File: src/design/integer_to_decimal_ascii_assert.svh
// Assertion macros for the decimal ASCII formatter.
`ifndef INTEGER_TO_DECIMAL_ASCII_ASSERT_SVH
`define INTEGER_TO_DECIMAL_ASCII_ASSERT_SVH

// Checked outside reset.
`define I2DA_ASSERT(label, prop, msg) \
    label: assert property (@(posedge aclk) disable iff (!aresetn) prop) else $error(msg);

// Checked on every edge, reset included.
`define I2DA_ASSERT_ALWAYS(label, prop, msg) \
    label: assert property (@(posedge aclk) prop) else $error(msg);

`endif

File: src/design/i2da_pkg.sv
// Package: constants, payload types and the double-dabble step of the decimal ASCII formatter.
package i2da_pkg;

    localparam int VALUE_W     = 32;
    localparam int BUF_W       = 8;
    localparam int CHAR_W      = 8;
    localparam int POS_W       = 4;
    localparam int DIGITS      = 10;
    localparam int CONV_DIGITS = 10;
    localparam int KEPT_DIGITS = (DIGITS < CONV_DIGITS) ? DIGITS : CONV_DIGITS;
    localparam int DIG_IDX_W   = $clog2(CONV_DIGITS);
    localparam int NDIG_W      = $clog2(CONV_DIGITS + 1);
    localparam int DI_W        = DIG_IDX_W + 1;
    localparam int MAX_CAP     = 12;
    localparam int CAP_W       = $clog2(MAX_CAP + 1);
    localparam int TEXT_LEN    = MAX_CAP - 1;
    localparam int DD_STEPS    = 4;
    localparam int DD_STAGES   = VALUE_W / DD_STEPS;
    localparam int SR_W        = 4 * CONV_DIGITS + VALUE_W;

    localparam logic [CHAR_W-1:0] CHR_ZERO  = 8'h30;
    localparam logic [CHAR_W-1:0] CHR_MINUS = 8'h2D;
    localparam logic [CHAR_W-1:0] CHR_NUL   = 8'h00;

    typedef struct packed {
        logic               operation;
        logic [VALUE_W-1:0] value;
        logic [BUF_W-1:0]   buffer_size;
    } item_t;

    typedef struct packed {
        logic [CHAR_W-1:0] character;
        logic [POS_W-1:0]  position;
        logic              last;
    } result_t;

    typedef struct packed {
        logic             neg;
        logic [CAP_W-1:0] cap;
        logic [SR_W-1:0]  sr;
    } work_t;

    typedef struct packed {
        logic                             neg;
        logic [CAP_W-1:0]                 cap;
        logic [CONV_DIGITS-1:0][3:0]      digits;
        logic [NDIG_W-1:0]                ndig;
    } digit_t;

    typedef struct packed {
        logic [POS_W-1:0]                 keep;
        logic [TEXT_LEN-1:0][CHAR_W-1:0]  text;
    } text_item_t;

    // One shift-add-3 iteration over BCD digits above the binary part.
    function automatic logic [SR_W-1:0] dd_step(input logic [SR_W-1:0] sr);
        logic [SR_W-1:0] t;
        t = sr;
        for (int d = 0; d < CONV_DIGITS; d++) begin
            if (t[VALUE_W + 4*d +: 4] >= 4'd5) begin
                t[VALUE_W + 4*d +: 4] = t[VALUE_W + 4*d +: 4] + 4'd3;
            end
        end
        return {t[SR_W-2:0], 1'b0};
    endfunction

endpackage

File: src/design/i2da_convert.sv
// Conversion pipeline: sign handling, pipelined double dabble, digit count and text build.
module i2da_convert import i2da_pkg::*; (
    input  logic       aclk,
    input  logic       aresetn,
    input  logic       in_valid,
    output logic       in_ready,
    input  item_t      in_item,
    output logic       out_valid,
    input  logic       out_ready,
    output text_item_t out_item
);

    logic                 p0_valid_reg;
    work_t                p0_reg;
    work_t                p0_next;
    logic [DD_STAGES-1:0] dd_valid_reg;
    work_t                dd_reg  [DD_STAGES];
    work_t                dd_next [DD_STAGES];
    work_t                stage_in [DD_STAGES+1];
    logic [DD_STAGES:0]   stage_in_valid;
    logic [DD_STAGES:0]   adv_chain;
    logic                 f_valid_reg;
    digit_t               f_reg;
    digit_t               f_next;
    logic                 t_valid_reg;
    text_item_t           t_reg;
    text_item_t           t_next;
    logic                 t_adv;
    logic                 f_adv;
    logic                 p0_adv;

    // Stall chain: a stage moves when it is empty or its successor moves.
    always_comb begin
        t_adv = !t_valid_reg || out_ready;
        f_adv = !f_valid_reg || t_adv;
        adv_chain[DD_STAGES] = f_adv;
        for (int k = DD_STAGES - 1; k >= 0; k--) begin
            adv_chain[k] = !dd_valid_reg[k] || adv_chain[k+1];
        end
        p0_adv = !p0_valid_reg || adv_chain[0];
    end

    assign in_ready  = p0_adv;
    assign out_valid = t_valid_reg;
    assign out_item  = t_reg;

    // Input stage: clamp capacity, take magnitude.
    always_comb begin
        logic neg;
        neg = in_item.operation & in_item.value[VALUE_W-1];
        p0_next.neg = neg;
        p0_next.cap = (in_item.buffer_size > BUF_W'(MAX_CAP)) ? CAP_W'(MAX_CAP)
                                                               : in_item.buffer_size[CAP_W-1:0];
        p0_next.sr  = {{(4*CONV_DIGITS){1'b0}},
                       (neg ? (~in_item.value + VALUE_W'(1)) : in_item.value)};
    end

    // Double dabble stages.
    always_comb begin
        stage_in[0]       = p0_reg;
        stage_in_valid[0] = p0_valid_reg;
        for (int k = 0; k < DD_STAGES; k++) begin
            stage_in[k+1]       = dd_reg[k];
            stage_in_valid[k+1] = dd_valid_reg[k];
        end
        for (int k = 0; k < DD_STAGES; k++) begin
            dd_next[k] = stage_in[k];
            for (int s = 0; s < DD_STEPS; s++) begin
                dd_next[k].sr = dd_step(dd_next[k].sr);
            end
        end
    end

    // Digit count stage.
    always_comb begin
        f_next.neg    = stage_in[DD_STAGES].neg;
        f_next.cap    = stage_in[DD_STAGES].cap;
        f_next.digits = stage_in[DD_STAGES].sr[SR_W-1:VALUE_W];
        f_next.ndig   = NDIG_W'(1);
        for (int i = 0; i < KEPT_DIGITS; i++) begin
            if (f_next.digits[i] != 4'd0) begin
                f_next.ndig = NDIG_W'(i + 1);
            end
        end
    end

    // Text build stage.
    always_comb begin
        logic [POS_W-1:0] len;
        logic [POS_W-1:0] capm1;
        logic [DI_W-1:0]  di;
        len   = POS_W'(f_reg.ndig) + POS_W'(f_reg.neg);
        capm1 = POS_W'(f_reg.cap) - POS_W'(1);
        t_next.keep = (capm1 < len) ? capm1 : len;
        for (int i = 0; i < TEXT_LEN; i++) begin
            di = DI_W'(f_reg.ndig) + DI_W'(f_reg.neg) - DI_W'(i) - DI_W'(1);
            if (f_reg.neg && i == 0) begin
                t_next.text[i] = CHR_MINUS;
            end else if (di < DI_W'(CONV_DIGITS)) begin
                t_next.text[i] = CHR_ZERO + CHAR_W'(f_reg.digits[di[DIG_IDX_W-1:0]]);
            end else begin
                t_next.text[i] = CHR_ZERO;
            end
        end
    end

    always_ff @(posedge aclk) begin
        if (!aresetn) begin
            p0_valid_reg <= 1'b0;
            dd_valid_reg <= '0;
            f_valid_reg  <= 1'b0;
            t_valid_reg  <= 1'b0;
        end else begin
            if (p0_adv) begin
                p0_valid_reg <= in_valid;
            end
            for (int k = 0; k < DD_STAGES; k++) begin
                if (adv_chain[k]) begin
                    dd_valid_reg[k] <= stage_in_valid[k];
                end
            end
            if (f_adv) begin
                f_valid_reg <= stage_in_valid[DD_STAGES];
            end
            if (t_adv) begin
                // capacity zero produces no output at all
                t_valid_reg <= f_valid_reg && (f_reg.cap != CAP_W'(0));
            end
        end
    end

    always_ff @(posedge aclk) begin
        if (p0_adv) begin
            p0_reg <= p0_next;
        end
        for (int k = 0; k < DD_STAGES; k++) begin
            if (adv_chain[k]) begin
                dd_reg[k] <= dd_next[k];
            end
        end
        if (f_adv) begin
            f_reg <= f_next;
        end
        if (t_adv) begin
            t_reg <= t_next;
        end
    end

endmodule

File: src/design/i2da_serial.sv
// Serializer: emits one character per transaction from a built text, then the terminator.
module i2da_serial import i2da_pkg::*; (
    input  logic       aclk,
    input  logic       aresetn,
    input  logic       in_valid,
    output logic       in_ready,
    input  text_item_t in_item,
    output logic       out_valid,
    input  logic       out_ready,
    output result_t    out_result
);

    logic             busy_reg;
    logic [POS_W-1:0] idx_reg;
    text_item_t       item_reg;
    logic             m_valid_reg;
    result_t          m_result_reg;
    result_t          m_result_next;
    logic             slot_free;
    logic             emit;
    logic             finishing;

    assign slot_free = !m_valid_reg || out_ready;
    assign emit      = busy_reg && slot_free;
    assign finishing = emit && (idx_reg == item_reg.keep);
    assign in_ready  = !busy_reg || finishing;

    assign out_valid  = m_valid_reg;
    assign out_result = m_result_reg;

    always_comb begin
        m_result_next.position = idx_reg;
        m_result_next.last     = (idx_reg == item_reg.keep);
        if (idx_reg == item_reg.keep || idx_reg >= POS_W'(TEXT_LEN)) begin
            m_result_next.character = CHR_NUL;
        end else begin
            m_result_next.character = item_reg.text[idx_reg];
        end
    end

    always_ff @(posedge aclk) begin
        if (!aresetn) begin
            busy_reg    <= 1'b0;
            idx_reg     <= '0;
            m_valid_reg <= 1'b0;
        end else begin
            if (in_valid && in_ready) begin
                busy_reg <= 1'b1;
                idx_reg  <= '0;
            end else if (finishing) begin
                busy_reg <= 1'b0;
            end else if (emit) begin
                idx_reg <= idx_reg + POS_W'(1);
            end
            if (emit) begin
                m_valid_reg <= 1'b1;
            end else if (slot_free) begin
                m_valid_reg <= 1'b0;
            end
        end
    end

    always_ff @(posedge aclk) begin
        if (emit) begin
            m_result_reg <= m_result_next;
        end
        if (in_valid && in_ready) begin
            item_reg <= in_item;
        end
    end

endmodule

File: src/design/integer_to_decimal_ascii.sv
// Top level of the 32-bit decimal ASCII formatter.
// Input channel s_valid/s_ready/s_item: one transaction per number, carrying the
// signed/unsigned selector, the 32-bit value and the destination buffer size.
// Result channel m_valid/m_ready/m_result: one transaction per character, with its
// position; the NUL terminator carries last. Buffer size 0 gives no transaction,
// sizes above 12 act as 12.
// Path to the first character: 8 double-dabble stages after the input register,
// digit count, text build, serializer text register, output register.
// Throughput: one character per cycle while m_ready is high. A number gives one
// transaction per character including the terminator (1 to 12); the next number's
// text waits in the pipeline and follows right after the previous terminator.
// Reset (aresetn low, synchronous) empties the pipeline and the serializer.
// When m_ready is low the output holds and the pipeline fills up, then s_ready
// drops; nothing is lost or repeated.
module integer_to_decimal_ascii import i2da_pkg::*; (
    input  logic    aclk,
    input  logic    aresetn,
    input  logic    s_valid,
    output logic    s_ready,
    input  item_t   s_item,
    output logic    m_valid,
    input  logic    m_ready,
    output result_t m_result
);

`include "integer_to_decimal_ascii_assert.svh"

    logic       text_valid;
    logic       text_ready;
    text_item_t text_item;

    i2da_convert u_convert (
        .aclk      (aclk),
        .aresetn   (aresetn),
        .in_valid  (s_valid),
        .in_ready  (s_ready),
        .in_item   (s_item),
        .out_valid (text_valid),
        .out_ready (text_ready),
        .out_item  (text_item)
    );

    i2da_serial u_serial (
        .aclk       (aclk),
        .aresetn    (aresetn),
        .in_valid   (text_valid),
        .in_ready   (text_ready),
        .in_item    (text_item),
        .out_valid  (m_valid),
        .out_ready  (m_ready),
        .out_result (m_result)
    );

    `I2DA_ASSERT_ALWAYS(a_reset_clears_out, !aresetn |=> !m_valid, "result valid after reset")
    `I2DA_ASSERT(a_keep_range, text_valid && text_ready |-> text_item.keep <= POS_W'(TEXT_LEN), "text length out of range")
    `I2DA_ASSERT(a_run_continues, m_valid && m_ready && !m_result.last |=> m_valid && (m_result.position == $past(m_result.position) + POS_W'(1)), "character run broken")
    `I2DA_ASSERT(a_minus_first, m_valid && m_result.character == CHR_MINUS |-> m_result.position == '0, "minus sign not at start")

endmodule

File: config.mk
export PLATFORM = sky130hd
export DESIGN_NAME = integer_to_decimal_ascii
export DESIGN_NICKNAME = d
export VERILOG_FILES = /design/src/design/i2da_pkg.sv /design/src/design/i2da_convert.sv /design/src/design/i2da_serial.sv /design/src/design/integer_to_decimal_ascii.sv
export VERILOG_INCLUDE_DIRS = /design/src /design/src/design
export SDC_FILE = /design/constraint.sdc
export NUM_CORES = 1
export LEC_CHECK = 0
export BUFFER_PORTS_ARGS = -buffer_cell sky130_fd_sc_hd__clkbuf_2
export CAP_MARGIN = 20
export CORE_MARGIN = 3
export CORE_UTILIZATION = 40
export DETAILED_ROUTE_END_ITERATION = 12
export PLACE_DENSITY = 0.55
export SLEW_MARGIN = 20
export SYNTH_ARGS = -nofsm -noshare
export SYNTH_HDL_FRONTEND = slang
export SYNTH_SLANG_ARGS = --single-unit
File: constraint.sdc
create_clock -name aclk -period 5.9 [get_ports aclk]
set_clock_uncertainty 0.05 [all_clocks]
set_input_delay 0 -clock aclk [delete_from_list [all_inputs] [get_ports aclk]]
set_output_delay 0 -clock aclk [all_outputs]
set_load 0.02 [all_outputs]
Yosys cells after proc, flatten, opt, wreduce, memory -nomap -nowiden
Memories as Yosys holds them, arrays and structs flattened. Cells that the tools add are included.

$add $sub $neg: 322. Magnitude comparators: 312. Eq/ne operators: 1. Multiplexer cells: 341. Bitwise gates (word level): 5. Reduce and logical (&&, ||, !) cells: 47.

Operators with widths (number): >= comparator 4 x 3 -> 1 bit (second input constant) (283); 2-to-1 mux 4 bit (270); adder 4 x 2 -> 4 bit (second input constant) (255); binary-select mux 4 bit (select 4 bit) (11); 2-to-1 mux 3 bit (32); adder 3 x 2 -> 3 bit (second input constant) (28); adder 6 x 4 -> 7 bit (first input constant) (11); less-than comparator 4 x 5 -> 1 bit (second input constant) (12); less-than comparator 5 x 4 -> 1 bit (second input constant) (11); subtractor 5 x 1 -> 5 bit (second input constant) (11); nonzero test 4 bit (10); adder 32 x 1 -> 32 bit (second input constant) (1); binary-select mux 8 bit (select 4 bit) (1); 2-to-1 mux 32 bit (1); inverter 32 bit (1); 2-to-1 mux 1 bit (20); subtractor 5 x 3 -> 5 bit (second input constant) (4); subtractor 5 x 4 -> 5 bit (second input constant) (3); logical OR 1 bit (14); logical NOT 1 bit (13); subtractor 5 x 2 -> 5 bit (second input constant) (2); adder 1 x 2 -> 3 bit (second input constant) (3); >= comparator 1 x 3 -> 1 bit (second input constant) (3); > comparator 8 x 4 -> 1 bit (second input constant) (1); 17 further kinds (27).

Bits in registers: 298. Bits in writable memories: 584. Output and inout port bits: 15. Memories kept: 1.

Memory list: u_convert.dd_reg (depth 8, width 73, read ports 8, clocked after Yosys merged registers in 0, write ports 8, line i2da_convert.sv:17) `work_t dd_reg [DD_STAGES];`.

Depth between registers and ports, before layout
Depth after elaboration: 17. Mapped depth: 20. Depth with buffers taken out: 20.

Cells and area by module
A second synthesis with hierarchy kept.

Cell total of the unflattened synthesis: 3952. Area, all modules: 39255.1 µm².

Modules (own cells, without submodules): i2da_convert (times used 1, cells an instance 3730, area each 34974.8 µm², sequential area each 14393.8 µm²); i2da_serial (times used 1, cells an instance 222, area each 4280.4 µm², sequential area each 3273.1 µm²).

Least setup slack after synthesis
OpenSTA, ideal clock, no wires.

Path kind: reg-to-reg. Start: reg u_serial.idx_reg[0]. End: reg u_serial.idx_reg[0]. Setup time: 0.118 ns. Data arrival time: 4.225 ns. Required time: 5.732 ns. Slack: 1.507 ns. Cell stages (with the launch flop): 8. Buffers on the path: 1. Clock period less this slack: 4.393 ns. Path through: dfxtp_1 clkbuf_1 xor2_1 nor4_2 a21oi_1 nor2b_1 nand2b_1 nor2_1.

RTL lines: start: declaration (line i2da_serial.sv:14) `logic [POS_W-1:0] idx_reg;`; start signal: assignment (line i2da_serial.sv:53) `idx_reg <= idx_reg + POS_W'(1);`.

==> flow_summary.toml <==
[worst_setup_path]
slowest_delay_ns = 0.86
crit_type = "flip-flop to primary output"
arrival_ns = 4.18
cp-end-kind = "primary output"
crit_fanout = 12
cp.required_ns = 5.85
critPathTopFamily = "simple AND/OR/NAND/NOR gates"
start_kind = "flip-flop"
path_common_cell = "and3_1"
cpMaxStageDelayCell = "nor4_2"
cp_cell_sequence = "xor2_1 -> nor4_2 -> a21oi_1 -> and3_1 -> and2_1 -> and3_1 -> and3_1 -> nand3_2 -> clkbuf_2"
critPathBufInv = 1

[floorplanning]
design.core.area_mm2 = 0.09015
die_w_um = 307.8
dieArea_mm2 = 0.09474
die_height_um = 307.8
rows = 110
initial_utilization = 0.4041
num_io_pins = 60

[clock_network]
cts_tree = "built"
clk_pin_slew_ns = 0.06
cts_root_buf = "clkbuf_16"
hold_buffers = 68
clk-insertion-delay-late_ns = 0.61
cts_setup_buffers = 0
cts_sinks = 549
cts_buffer_depth = 3
cts_resized = 0
cts_made_buffers = 67
htreeDepth = 3

[hold_path]
hold_path.class = "input port to flip-flop"

[sta]
setup_tns_ns = 0
slew_headroom = 0.3077
slew_violations = 0
final_hold_viol_count = 0
final.period_utilization = 0.7162
min_period_ns = 4.226
worst_pin_slew_ns = 1.030
rsz0062_at_grt = "false"
finalSetupViolations = 0
maxClockFrequency_mhz = 236.7

[synth]
synth_cell_types = 83
ys_seq_area_frac = 0.4478
synth.avg_cell_area_um2 = 9.941
synthFlopType = "edfxtp_1"
syn_area_mm2 = 0.03643
ys_warn_count = 0
synthesis.instances = 3665
synth_edf_count = 532
ys_ff_latch = 549
async_flop_share = 0

[grt]
grt_use_met3 = 0.02146
grt_max_degree = 58
met2_usage = 0.2687
antenna_found_initial = 0
grt_pass1_wl_um = 126000
grt_util_met1 = 0.2145
grtUsageTotal = 0.1594
top_usage_layer = "met2"
grt_pass1_vias = 25230
grt-ovfl-total = 0

[detailed_routing]
route.detailed.drc = 0
viasPerCell = 5.439
antenna_left = 0
routedWlPerCell_um = 15.24
num_vias = 27220
drtPass1Iterations = 5
first_iter_violations = 2023
wl_um = 76260

[cells_and_area]
multi_input_area_mm2 = 0.01896
fillers = 8340
final_nets = 3993
drive_gt1_frac = 0.09219
largest_reg_flops = 337
diodes = 0
ff_latch_area_mm2 = 0.01632
syn_to_final_growth_pct = 12.42

[run_status]
outcome = "finished clean"

[job]
drv_cap = 0

[placement]
place_hpwl_um = 54880
io_buffer_count = 57
place_congestion = 0.8450
kinds of logic (layout without fill, tap and decap cells):
logic type | Yosys count | after routing | synth area share
AOI/OAI and AO/OA | 1193 | 1193 | 0.2005
and+or+nand+nor | 971 | 971 | 0.1290
DFF | 549 | 549 | 0.4478
buffers and inverters | 320 | 483 | 0.03317
muxes | 234 | 234 | 0.07627
xor gates and xnor gates | 224 | 224 | 0.05385
adders and majority gates | 173 | 173 | 0.05934
other | 1 | 2 | 0.0001029
placed cells by master, fill, tap and decap left out, drive strengths merged, types with 46 or more instances in the layout:
cell,count
ha,172
a21oi,357
inv,210
nand2,223
a31oi,96
nand3,82
xnor2,172
a211oi,46
nor3b,48
dlygate4sd3,68
nand2b,73
mux2i,119
o21ai,330
nor3,83
mux2,89
clkbuf,137
xor2,52
nor2,302
edfxtp,532
metal layers:
| metal | vias up | wire length, um |
|---|---|---|
| li1 | 14000 | - |
| met1 | 12730 | 36220 |
| met2 | 378 | 35950 |
| met3 | 108 | 2284 |
| met4 | 0 | 1806 |
| met5 | - | 0 |
stage by stage:
step                      hold WS, ns    util  instances  setup slack (ns)  area, um2
after global placement         0.1699  0.4213       4813             1.789      37980
after detailed placement       0.1738  0.4213       4813             1.772      37980
after CTS                     0.05887  0.4539       5003             1.186      40910
final                          0.1037  0.4544       5005             1.674      40960
after floorplan               0.04887       -       3666             1.507      36440
after global routing           0.1007  0.4544       5005             1.299      40960
Yosys cell counts (all sizes together), types with 11 or more instances:
cell type | number | share of area
nor4 | 20 | 0.0040
and3 | 13 | 0.0022
a21o | 35 | 0.0072
nand2 | 223 | 0.023
o211ai | 18 | 0.0037
a31o | 19 | 0.0046
buf | 12 | 0.0014
o21ai | 330 | 0.045
o22ai | 40 | 0.0069
o21bai | 15 | 0.0031
nor3b | 48 | 0.0099
a22o | 14 | 0.0034
a2bb2oi | 13 | 0.0031
a211oi | 46 | 0.0095
a22oi | 20 | 0.0041
nand2b | 73 | 0.013
a31oi | 96 | 0.016
mux2i | 119 | 0.033
clkbuf | 98 | 0.010
nand3 | 82 | 0.011
o31ai | 24 | 0.0049
a21oi | 357 | 0.049
inv | 208 | 0.021
o221ai | 11 | 0.0026
ha | 172 | 0.059
nor3 | 83 | 0.011
a21boi | 24 | 0.0049
nor2b | 39 | 0.0067
o21a | 36 | 0.0074
edfxtp | 532 | 0.44
and2 | 33 | 0.0057
nor2 | 302 | 0.031
dfxtp | 17 | 0.0093
mux4 | 26 | 0.016
or3 | 18 | 0.0032
xor2 | 52 | 0.013
xnor2 | 172 | 0.041
mux2 | 89 | 0.028
final cells by class:
cell class,count,share of cell area
Multi-Input combinational cell,2797,0.4628
Inverter,210,0.01924
Sequential cell,549,0.3983
Timing Repair Buffer,151,0.02865
Clock inverter,43,0.01249
Tap cell,1176,0.03592
Clock buffer,79,0.04255
path summary, 6_finish.rpt:
check / endpoint / from / slack [ns] / cells past startpoint
max reg2reg: u_convert.p0_valid_reg$_SDFFE_PN0P_ / u_serial.idx_reg[3]$_SDFFE_PP0P_ / 1.68 / 10
min reg2reg: u_serial.item_reg[49]$_DFFE_PP_ / u_convert.out_item[49]$_SDFFCE_PP0P_ / 0.35 / 0
min: u_convert.dd_next[543]$_DFFE_PP_ / s_item[8] / 0.10 / 2
max: s_ready / u_serial.idx_reg[3]$_SDFFE_PP0P_ / 1.67 / 9
Power is not shown: default switching activity piles up to over one toggle a cycle in this logic, so the estimate is an artifact.
